`config.mk`:
```
export PLATFORM = sky130hd
export DESIGN_NAME = joystick_octagon_clamp
export DESIGN_NICKNAME = d
export VERILOG_FILES = /design/src/sv/jocl_pkg.sv /design/src/sv/joystick_octagon_clamp.sv /design/src/sv/jocl_cfg.sv /design/src/sv/jocl_front.sv /design/src/sv/jocl_div.sv
export VERILOG_INCLUDE_DIRS = /design/src /design/src/sv
export SDC_FILE = /design/constraint.sdc
export NUM_CORES = 2
export LEC_CHECK = 0
export ABC_AREA = 1
export BUFFER_PORTS_ARGS = -buffer_cell sky130_fd_sc_hd__buf_2
export CAP_MARGIN = 40
export CORE_AREA = 2 2 369 371
export DETAILED_ROUTE_END_ITERATION = 6
export DIE_AREA = 0 0 371 373
export PLACE_DENSITY = 0.76
export SYNTH_ARGS = -nofsm -noshare
export SYNTH_HDL_FRONTEND = slang
export SYNTH_SLANG_ARGS = --single-unit
```
`constraint.sdc`:
```
create_clock -name clk -period 12.15 [get_ports clk]
set_input_delay 1.215 -clock clk [delete_from_list [all_inputs] [get_ports clk]]
set_output_delay 1.215 -clock clk [all_outputs]
set_load 0.05 [all_outputs]
```
`src/sv/assert_macros.svh`:
```
// assertion macros shared by the clamp rtl
// needs clk and arst_n in the scope of each use
`ifndef ASSERT_MACROS_SVH
`define ASSERT_MACROS_SVH

// same-cycle implication
`define CHK_NOW(label, ante, cons, msg) \
	label: assert property (@(posedge clk) disable iff (!arst_n) (ante) |-> (cons)) \
		else $error(msg);

// next-cycle implication
`define CHK_NEXT(label, ante, cons, msg) \
	label: assert property (@(posedge clk) disable iff (!arst_n) (ante) |=> (cons)) \
		else $error(msg);

`endif

```
`src/sv/jocl_pkg.sv`:
```
// shared types, register codes, reset values and divider step for the clamp
// no dependencies
package jocl_pkg;

	localparam int LAT   = 7;
	localparam int IDX_W = 3;
	localparam int NUM_W = 21;
	localparam int DEN_W = 15;
	localparam int Q_W   = 7;

	typedef enum logic [IDX_W-1:0] {
		REG_TRIG_DZ,
		REG_TRIG_CEIL,
		REG_MAIN_DZ,
		REG_MAIN_RAD,
		REG_MAIN_DIAG,
		REG_SUB_DZ,
		REG_SUB_RAD,
		REG_SUB_DIAG
	} reg_idx_t;

	localparam logic [7:0] RST_TRIG_DZ   = 8'd30;
	localparam logic [7:0] RST_TRIG_CEIL = 8'd180;
	localparam logic [6:0] RST_MAIN_DZ   = 7'd15;
	localparam logic [6:0] RST_MAIN_RAD  = 7'd72;
	localparam logic [6:0] RST_MAIN_DIAG = 7'd40;
	localparam logic [6:0] RST_SUB_DZ    = 7'd15;
	localparam logic [6:0] RST_SUB_RAD   = 7'd59;
	localparam logic [6:0] RST_SUB_DIAG  = 7'd31;

	typedef struct packed {
		logic [7:0] trig_dz;
		logic [7:0] trig_ceil;
		logic [6:0] main_dz;
		logic [6:0] main_rad;
		logic [6:0] main_diag;
		logic [6:0] sub_dz;
		logic [6:0] sub_rad;
		logic [6:0] sub_diag;
	} cfg_t;

	typedef struct packed {
		logic [6:0] dz;
		logic [6:0] rad;
		logic [6:0] diag;
	} stick_cfg_t;

	typedef struct packed {
		logic [NUM_W-1:0] num;
		logic [DEN_W-1:0] den;
		logic             scale;
		logic [7:0]       mag;
		logic             neg;
	} axis_t;

	typedef struct packed {
		logic [NUM_W-1:0] rem;
		logic             qb;
	} step_t;

	// one restoring division step at quotient bit sh
	function automatic step_t div_step(logic [NUM_W-1:0] rem, logic [DEN_W-1:0] den,
		logic [2:0] sh);
		logic [NUM_W-1:0] dsh;
		step_t r;
		dsh = NUM_W'(den) << sh;
		if (rem >= dsh) begin
			r.rem = rem - dsh;
			r.qb  = 1'b1;
		end else begin
			r.rem = rem;
			r.qb  = 1'b0;
		end
		return r;
	endfunction

endpackage

```
`src/sv/joystick_octagon_clamp.sv`:
```
// top level of the joystick dead zone and octagon clamp
// depends on jocl_pkg, jocl_cfg, jocl_front, jocl_div and assert_macros.svh
//
//   channel   handshake        payload
//   request   start / busy     present, main_x_in, main_y_in, sub_x_in, sub_y_in,
//                              left_trig_in, right_trig_in
//   result    done             main_x_out, main_y_out, sub_x_out, sub_y_out,
//                              left_trig_out, right_trig_out
//   config    cfg_we           cfg_idx, cfg_wdata
//
// a request enters every cycle; its result shows for one cycle with done
// the 7-bit quotient takes two restoring steps a stage for three stages, then
// the last step and the sign restore, behind three stages of dead zone, divisor and numerators
// busy stays low; the pipeline never holds, so nothing waits on the result side
// reset clears the valid bits and loads the register reset values
`include "assert_macros.svh"

module joystick_octagon_clamp (
	input  logic                       clk,
	input  logic                       arst_n,
	input  logic                       start,
	output logic                       busy,
	output logic                       done,
	input  logic                       present,
	input  logic signed [7:0]          main_x_in,
	input  logic signed [7:0]          main_y_in,
	input  logic signed [7:0]          sub_x_in,
	input  logic signed [7:0]          sub_y_in,
	input  logic [7:0]                 left_trig_in,
	input  logic [7:0]                 right_trig_in,
	output logic signed [7:0]          main_x_out,
	output logic signed [7:0]          main_y_out,
	output logic signed [7:0]          sub_x_out,
	output logic signed [7:0]          sub_y_out,
	output logic [7:0]                 left_trig_out,
	output logic [7:0]                 right_trig_out,
	input  logic                       cfg_we,
	input  logic [jocl_pkg::IDX_W-1:0] cfg_idx,
	input  logic [7:0]                 cfg_wdata
);
	import jocl_pkg::*;

	cfg_t       cfg;
	stick_cfg_t main_cfg, sub_cfg;
	axis_t      main_ax, main_ay, sub_ax, sub_ay;

	logic       vld_s   [1:LAT];
	logic [7:0] ltrig_s [1:LAT];
	logic [7:0] rtrig_s [1:LAT];
	logic [7:0] lt, rt;

	function automatic logic [7:0] trig_clamp(logic [7:0] t, logic [7:0] dz, logic [7:0] ceil);
		logic [7:0] tc;
		tc = (t > ceil) ? ceil : t;
		return (t <= dz) ? 8'd0 : 8'(tc - dz);
	endfunction

	assign busy = 1'b0;

	jocl_cfg u_cfg (
		.clk       (clk),
		.arst_n    (arst_n),
		.cfg_we    (cfg_we),
		.cfg_idx   (reg_idx_t'(cfg_idx)),
		.cfg_wdata (cfg_wdata),
		.cfg       (cfg)
	);

	always_comb begin
		main_cfg.dz   = cfg.main_dz;
		main_cfg.rad  = cfg.main_rad;
		main_cfg.diag = cfg.main_diag;
		sub_cfg.dz    = cfg.sub_dz;
		sub_cfg.rad   = cfg.sub_rad;
		sub_cfg.diag  = cfg.sub_diag;
	end

	jocl_front u_main_front (
		.clk     (clk),
		.present (present),
		.x_in    (main_x_in),
		.y_in    (main_y_in),
		.scfg    (main_cfg),
		.ax      (main_ax),
		.ay      (main_ay)
	);

	jocl_front u_sub_front (
		.clk     (clk),
		.present (present),
		.x_in    (sub_x_in),
		.y_in    (sub_y_in),
		.scfg    (sub_cfg),
		.ax      (sub_ax),
		.ay      (sub_ay)
	);

	jocl_div u_main_x_div (.clk(clk), .a_in(main_ax), .val(main_x_out));
	jocl_div u_main_y_div (.clk(clk), .a_in(main_ay), .val(main_y_out));
	jocl_div u_sub_x_div  (.clk(clk), .a_in(sub_ax),  .val(sub_x_out));
	jocl_div u_sub_y_div  (.clk(clk), .a_in(sub_ay),  .val(sub_y_out));

	// triggers settle in stage 1, then ride along with the sticks
	always_comb begin
		lt = present ? trig_clamp(left_trig_in, cfg.trig_dz, cfg.trig_ceil) : left_trig_in;
		rt = present ? trig_clamp(right_trig_in, cfg.trig_dz, cfg.trig_ceil) : right_trig_in;
	end

	always_ff @(posedge clk) begin
		ltrig_s[1] <= lt;
		rtrig_s[1] <= rt;
		for (int i = 2; i <= LAT; i++) begin
			ltrig_s[i] <= ltrig_s[i-1];
			rtrig_s[i] <= rtrig_s[i-1];
		end
	end

	always_ff @(posedge clk or negedge arst_n) begin
		if (!arst_n) begin
			for (int i = 1; i <= LAT; i++) begin
				vld_s[i] <= 1'b0;
			end
		end else begin
			vld_s[1] <= start && !busy;
			for (int i = 2; i <= LAT; i++) begin
				vld_s[i] <= vld_s[i-1];
			end
		end
	end

	assign done           = vld_s[LAT];
	assign left_trig_out  = ltrig_s[LAT];
	assign right_trig_out = rtrig_s[LAT];

	`CHK_NOW(a_done_follows_start, done, $past(start, LAT), "result without a request")
	`CHK_NOW(a_bypass_main_x, done && !$past(present, LAT),
		main_x_out == $past(main_x_in, LAT), "absent controller did not pass main x")
	`CHK_NOW(a_bypass_sub_y, done && !$past(present, LAT),
		sub_y_out == $past(sub_y_in, LAT), "absent controller did not pass sub y")
	`CHK_NOW(a_trig_dead, done && $past(present, LAT) && ($past(left_trig_in, LAT) <= cfg.trig_dz),
		left_trig_out == 8'd0, "left trigger inside dead zone not zero")
	`CHK_NEXT(a_start_tracks, start && !busy, vld_s[1], "accepted request lost its valid bit")

endmodule

```
`src/sv/jocl_cfg.sv`:
```
// configuration register file for the clamp
// depends on jocl_pkg
module jocl_cfg (
	input  logic               clk,
	input  logic               arst_n,
	input  logic               cfg_we,
	input  jocl_pkg::reg_idx_t cfg_idx,
	input  logic [7:0]         cfg_wdata,
	output jocl_pkg::cfg_t     cfg
);
	import jocl_pkg::*;

	cfg_t cfg_q;

	always_ff @(posedge clk or negedge arst_n) begin
		if (!arst_n) begin
			cfg_q.trig_dz   <= RST_TRIG_DZ;
			cfg_q.trig_ceil <= RST_TRIG_CEIL;
			cfg_q.main_dz   <= RST_MAIN_DZ;
			cfg_q.main_rad  <= RST_MAIN_RAD;
			cfg_q.main_diag <= RST_MAIN_DIAG;
			cfg_q.sub_dz    <= RST_SUB_DZ;
			cfg_q.sub_rad   <= RST_SUB_RAD;
			cfg_q.sub_diag  <= RST_SUB_DIAG;
		end else if (cfg_we) begin
			case (cfg_idx)
				REG_TRIG_DZ:   cfg_q.trig_dz   <= cfg_wdata;
				REG_TRIG_CEIL: cfg_q.trig_ceil <= cfg_wdata;
				REG_MAIN_DZ:   cfg_q.main_dz   <= cfg_wdata[6:0];
				REG_MAIN_RAD:  cfg_q.main_rad  <= cfg_wdata[6:0];
				REG_MAIN_DIAG: cfg_q.main_diag <= cfg_wdata[6:0];
				REG_SUB_DZ:    cfg_q.sub_dz    <= cfg_wdata[6:0];
				REG_SUB_RAD:   cfg_q.sub_rad   <= cfg_wdata[6:0];
				REG_SUB_DIAG:  cfg_q.sub_diag  <= cfg_wdata[6:0];
				default: ;
			endcase
		end
	end

	assign cfg = cfg_q;

endmodule

```
`src/sv/jocl_front.sv`:
```
// stick front end: dead zone, octagon divisor and scale numerators (stages 1 to 3)
// depends on jocl_pkg
module jocl_front (
	input  logic                clk,
	input  logic                present,
	input  logic signed [7:0]   x_in,
	input  logic signed [7:0]   y_in,
	input  jocl_pkg::stick_cfg_t scfg,
	output jocl_pkg::axis_t     ax,
	output jocl_pkg::axis_t     ay
);
	import jocl_pkg::*;

	logic [7:0] xa, ya, xd, yd, dz8;
	logic [7:0] xm_s1, ym_s1;
	logic       negx_s1, negy_s1, byp_s1;

	logic              swap;
	logic [7:0]        ma, mb;
	logic [14:0]       pa;
	logic signed [7:0] rmd;
	logic signed [16:0] pb, dsum;
	logic [13:0]       lim;
	logic signed [16:0] d_s2;
	logic [13:0]       lim_s2;
	logic [7:0]        xm_s2, ym_s2;
	logic              negx_s2, negy_s2, byp_s2;

	logic              scale;
	logic [21:0]       px, py;
	axis_t             ax_s3, ay_s3;

	// stage 1: magnitude and dead zone
	always_comb begin
		dz8 = {1'b0, scfg.dz};
		xa  = x_in[7] ? 8'(~x_in + 8'sd1) : 8'(x_in);
		ya  = y_in[7] ? 8'(~y_in + 8'sd1) : 8'(y_in);
		xd  = (xa <= dz8) ? 8'd0 : 8'(xa - dz8);
		yd  = (ya <= dz8) ? 8'd0 : 8'(ya - dz8);
	end

	always_ff @(posedge clk) begin
		if (present) begin
			xm_s1   <= xd;
			ym_s1   <= yd;
			negx_s1 <= x_in[7];
			negy_s1 <= y_in[7];
		end else begin
			xm_s1   <= 8'(x_in);
			ym_s1   <= 8'(y_in);
			negx_s1 <= 1'b0;
			negy_s1 <= 1'b0;
		end
		byp_s1 <= !present;
	end

	// stage 2: octagon divisor and limit
	always_comb begin
		swap = (scfg.diag != 7'd0) && (ym_s1 > xm_s1);
		ma   = swap ? ym_s1 : xm_s1;
		mb   = swap ? xm_s1 : ym_s1;
		pa   = 15'(scfg.diag) * 15'(ma);
		rmd  = $signed({1'b0, scfg.rad}) - $signed({1'b0, scfg.diag});
		pb   = 17'(rmd) * $signed({9'd0, mb});
		dsum = $signed({2'b00, pa}) + pb;
		lim  = 14'(scfg.diag) * 14'(scfg.rad);
	end

	always_ff @(posedge clk) begin
		d_s2    <= dsum;
		lim_s2  <= lim;
		xm_s2   <= xm_s1;
		ym_s2   <= ym_s1;
		negx_s2 <= negx_s1;
		negy_s2 <= negy_s1;
		byp_s2  <= byp_s1;
	end

	// stage 3: scale decision and numerators
	always_comb begin
		scale = !byp_s2 && ($signed({3'b000, lim_s2}) < d_s2);
		px    = 22'(lim_s2) * 22'(xm_s2);
		py    = 22'(lim_s2) * 22'(ym_s2);
	end

	always_ff @(posedge clk) begin
		ax_s3.num   <= px[NUM_W-1:0];
		ax_s3.den   <= d_s2[DEN_W-1:0];
		ax_s3.scale <= scale;
		ax_s3.mag   <= xm_s2;
		ax_s3.neg   <= negx_s2;
		ay_s3.num   <= py[NUM_W-1:0];
		ay_s3.den   <= d_s2[DEN_W-1:0];
		ay_s3.scale <= scale;
		ay_s3.mag   <= ym_s2;
		ay_s3.neg   <= negy_s2;
	end

	assign ax = ax_s3;
	assign ay = ay_s3;

endmodule

```
`src/sv/jocl_div.sv`:
```
// pipelined restoring divider or magnitude bypass for one axis, two quotient bits a stage, last bit with sign restore
// depends on jocl_pkg (axis_t, div_step)
module jocl_div (
	input  logic              clk,
	input  jocl_pkg::axis_t   a_in,
	output logic signed [7:0] val
);
	import jocl_pkg::*;

	step_t st6, st5, st4, st3, st2, st1, st0;

	logic [NUM_W-1:0] rem_s4, rem_s5, rem_s6;
	logic [Q_W-1:0]   q_s4, q_s5, q_s6;
	logic [DEN_W-1:0] den_s4, den_s5, den_s6;
	logic             scale_s4, scale_s5, scale_s6;
	logic [7:0]       mag_s4, mag_s5, mag_s6;
	logic             neg_s4, neg_s5, neg_s6;

	logic [Q_W-1:0]   qf;
	logic [7:0]       m;
	logic [7:0]       val_s7;

	always_comb begin
		st6 = div_step(a_in.num, a_in.den, 3'd6);
		st5 = div_step(st6.rem, a_in.den, 3'd5);
		st4 = div_step(rem_s4, den_s4, 3'd4);
		st3 = div_step(st4.rem, den_s4, 3'd3);
		st2 = div_step(rem_s5, den_s5, 3'd2);
		st1 = div_step(st2.rem, den_s5, 3'd1);
		st0 = div_step(rem_s6, den_s6, 3'd0);
		qf  = q_s6 | {6'd0, st0.qb};
		m   = scale_s6 ? {1'b0, qf} : mag_s6;
	end

	always_ff @(posedge clk) begin
		rem_s4   <= st5.rem;
		q_s4     <= {st6.qb, st5.qb, 5'd0};
		den_s4   <= a_in.den;
		scale_s4 <= a_in.scale;
		mag_s4   <= a_in.mag;
		neg_s4   <= a_in.neg;

		rem_s5   <= st3.rem;
		q_s5     <= q_s4 | {2'd0, st4.qb, st3.qb, 3'd0};
		den_s5   <= den_s4;
		scale_s5 <= scale_s4;
		mag_s5   <= mag_s4;
		neg_s5   <= neg_s4;

		rem_s6   <= st1.rem;
		q_s6     <= q_s5 | {4'd0, st2.qb, st1.qb, 1'b0};
		den_s6   <= den_s5;
		scale_s6 <= scale_s5;
		mag_s6   <= mag_s5;
		neg_s6   <= neg_s5;

		// sign restore wraps to 8 bits
		val_s7   <= neg_s6 ? 8'(~m + 8'd1) : m;
	end

	assign val = $signed(val_s7);

endmodule
```
==> reports/qor.csv <==
metric,value,unit
First DRT Iteration DRCs,4913,
core area,0.1346,mm²
Area Growth Syn to Fin,7.254,%
sequential cell area,0.02040,mm²
drt drc,5,
routability cong.,0.9827,
Max Clock Freq,100.8,MHz
hold_sp,u_main_y_div.mag_s4[6],
Final Slew Violations,0,
port bufs,112,
Setup TNS,0,ns
maxcap violations,0,
fin cells,12470,
RSZ-0062 raised after global routing,false,
required time worst endpoint,12.74,ns
GRT Overall Usage,0.2989,
largest net degree at the start of global routing,66,
"Worst Setup Slack, final",2.232,ns
CTS max path bufs,3,
CP max FO,32,
relative slew slack,0.3168,
insertion delay to the later sink of the worst-skew pair,0.73,ns
WL final,209400,µm
Post-layout nets,12130,
final instance area,0.08601,mm²
largest family of logic cells by synthesized area,adder cells,
Die Ht,373,µm
Crit Path Class,flip-flop to flip-flop,
Fin Clk Skew,0.03189,ns
Mapped Area,0.08019,mm²
Post-CTS Setup Bufs,0,
"area leader, netlist",dfxtp_1,
Worst Setup End Kind,flip-flop,
"Async S/R FF share, synth",0.06494,
worst min-delay path class,flip-flop to flip-flop,
Compound-Gate Fraction of Synth Area,0.09148,
"Cell Area, Placed",0.08223,mm²
Syn. warnings,0,
CP most frequent cell,fa_1,
Post-synth EDFFs,0,
Vias per Instance,5.410,
simple-gate share of the synthesized area,0.2198,
status,"finished, violations left",
TritonCTS clock tree,built,
post-route ant nets,0,
Post-Synth Adder-Cell Area,0.2800,
Fillers,11640,
period utilization,0.8163,
DP Cell Count,12260,
crit path from,u_cfg.cfg[25],
Setup WS pre-CTS,2.374,ns
Worst Setup Start Kind,flip-flop,
Hold Fails Final Rpt,0,
Mapped Cells,10550,
clk slew on worst S/H paths,0.07,ns
routed len/inst,16.79,µm
share of layout cells above drive strength 1,0.05103,
Num CTS Buffers,105,
Crit path arrival time,10.51,ns
Worst Tran Pin Value,1.023,ns
initial antenna violation count,19,
gr ovfl total,0,
I/O Pins,114,
"Hold-fix buffers, CTS",0,
CP max-delay cell,o21ai_0,
Root Driver,clkbuf_16,
Initial Util,0.5957,
crit path time final,9.918,ns
Syn Nets,12100,
failing checks,DRC,
number of global-route vias before repair,65950,
num rows,135,
area of the multi-input gates,0.05188,mm²
Area contributors post-synth,"dfxtp_1 (23%), ha_1 (15%), fa_1 (13%), nand2_1 (13%), inv_1 (8.4%)",
area share of the largest cell type after synthesis,0.2337,
launch point of the worst reg-to-reg path,u_cfg.cfg[25],
Sink Count,1001,
share of the yosys chip area belonging to registers,0.2544,
Die W,371,µm
syn_area_per_cell,7.600,µm²
via count,67490,
Critical Path Max Stage Delay,1.01,ns
multiplexer share of the synthesized area,0.001872,
die area,0.1384,mm²
number of synthesized register bits,1001,
post-DP HPWL,169700,µm
First-pass DRT Iterations,7,
XOR/XNOR Fraction of Synth Area,0.05386,
number of setup violations in the final report,0,
dominant synthesized flop cell,dfxtp_1,
first-pass GRT wire length,335400,µm
post-CTS resize count,0,
htree depth,3,
Netlist cell types,70,
## worst paths after layout
path | slack (ns) | end | cells past startpoint
worst max-delay path | 2.23 | u_main_front.d_s2[15] | 33
worst min-delay path | 0.32 | u_main_y_div.mag_s5[6] | 0
worst max register to register | 2.23 | u_main_front.d_s2[15] | 33
worst min register to register | 0.32 | u_main_y_div.mag_s5[6] | 0
max in group asynchronous | 10.89 | u_cfg.cfg[27] | 2
min in group asynchronous | 0.65 | vld_s[2] | 2
## synth_stat cells (all sizes together) (2+ instances only)
master / instances
nand2: 2791
inv: 1810
ha: 956
dfxtp: 936
nor2: 597
a21oi: 553
o21ai: 527
fa: 524
nand3: 481
xor2: 288
xnor2: 200
clkbuf: 132
nand4: 111
buf: 81
nor3: 79
or2: 51
o21bai: 48
a21o: 40
dfrtp: 35
a31oi: 33
dfstp: 30
nor4: 28
o21a: 27
nand3b: 25
o22ai: 24
and2: 17
a211oi: 15
mux2i: 15
a21boi: 14
clkinv: 13
o211ai: 13
o2111ai: 10
and3: 9
o31ai: 9
a221oi: 5
a32o: 4
nor3b: 4
a41oi: 3
o221ai: 3
a22o: 2
a31o: 2
xnor3: 2
## flip-flops by register name, summed over array words and instances, names as in the netlist, 21 cells and up
name / cells
u_main_x_div.rem_s4: 21
u_sub_x_div.rem_s4: 21
u_sub_front.ax: 46
u_sub_x_div.rem_s6: 21
u_sub_y_div.rem_s6: 21
rtrig_s: 56
ltrig_s: 56
u_main_front.ay: 30
u_main_y_div.rem_s5: 21
u_cfg.cfg: 58
u_main_x_div.rem_s6: 21
u_sub_y_div.rem_s4: 21
u_sub_front.ay: 30
u_main_x_div.rem_s5: 21
u_main_y_div.rem_s4: 21
u_main_y_div.rem_s6: 21
u_main_front.ax: 46
u_sub_y_div.rem_s5: 21
u_sub_x_div.rem_s5: 21
## area by class of cell
| type | count | share of cell area |
|---|---|---|
| Multi-Input combinational cell | 7514 | 0.6033 |
| Clock inverter | 75 | 0.01081 |
| Sequential cell | 1001 | 0.2372 |
| Inverter | 1823 | 0.07959 |
| Timing Repair Buffer | 145 | 0.01014 |
| Tap cell | 1781 | 0.02591 |
| Clock buffer | 122 | 0.03270 |
| Antenna cell | 13 | 0.0003782 |
## stage by stage
stage,hold WS (ns),util
5_1_grt,0.3254,0.6388
2_1_floorplan,0.3096,-
6_report,0.3224,0.6389
3_5_place_dp,0.3121,0.6108
3_3_place_gp,0.3097,0.6099
4_1_cts,0.3222,0.6386
## cell families (layout without fill, tap and decap cells)
logic type	Yosys count	after routing
and+or+nand+nor	4195	4195
muxes	15	15
adders and majority gates	1480	1480
buffers and inverters	2036	2165
DFF	1001	1001
xor gates and xnor gates	490	490
AOI/OAI and AO/OA	1333	1333
other	1	14
## critical path: cells and delay by family, from the launching register on
| kind | cells | cell delay, ns |
|---|---|---|
| adders and majority gates | 11 | 5.20 |
| xor gates and xnor gates | 2 | 0.33 |
| DFF | 1 | 0.55 |
| AOI/OAI and AO/OA | 5 | 1.83 |
| buffers and inverters | 9 | 0.82 |
| and+or+nand+nor | 6 | 1.06 |
## routing by layer
layer | vias to the layer above | global-route usage | routed length (µm) | part of all wire
met5 | - | 0 | 13 | 0.000062
li1 | 33410 | - | - | -
met3 | 464 | 0.03959 | 13860 | 0.066
met2 | 2189 | 0.4931 | 96240 | 0.46
met1 | 31420 | 0.3930 | 90240 | 0.43
met4 | 2 | 0.1247 | 9026 | 0.043
## cells in the final DEF, fill, tap and decap left out, types with 14 or more instances in the layout
master,n
a211oi_1,15
a21o_1,40
a21oi_1,549
a31oi_1,33
and2_1,16
buf_2,113
buf_4,26
clkbuf_16,106
clkinvlp_4,15
dfrtp_1,35
dfstp_2,30
dfxtp_1,936
fa_1,524
ha_1,956
inv_1,1789
inv_2,20
inv_6,18
mux2i_1,15
nand2_1,2741
nand2_2,35
nand2_4,14
nand3_1,458
nand3_2,21
nand3b_1,25
nand4_1,107
nor2_1,581
nor3_1,76
nor4_1,28
o21a_1,27
o21ai_0,466
o21ai_1,52
o21bai_1,48
o22ai_1,24
or2_2,45
xnor2_1,200
xor2_1,288
Power is left out: the tool's default activity adds up to more than one toggle a clock period on the data nets, which glitch-free logic cannot reach.
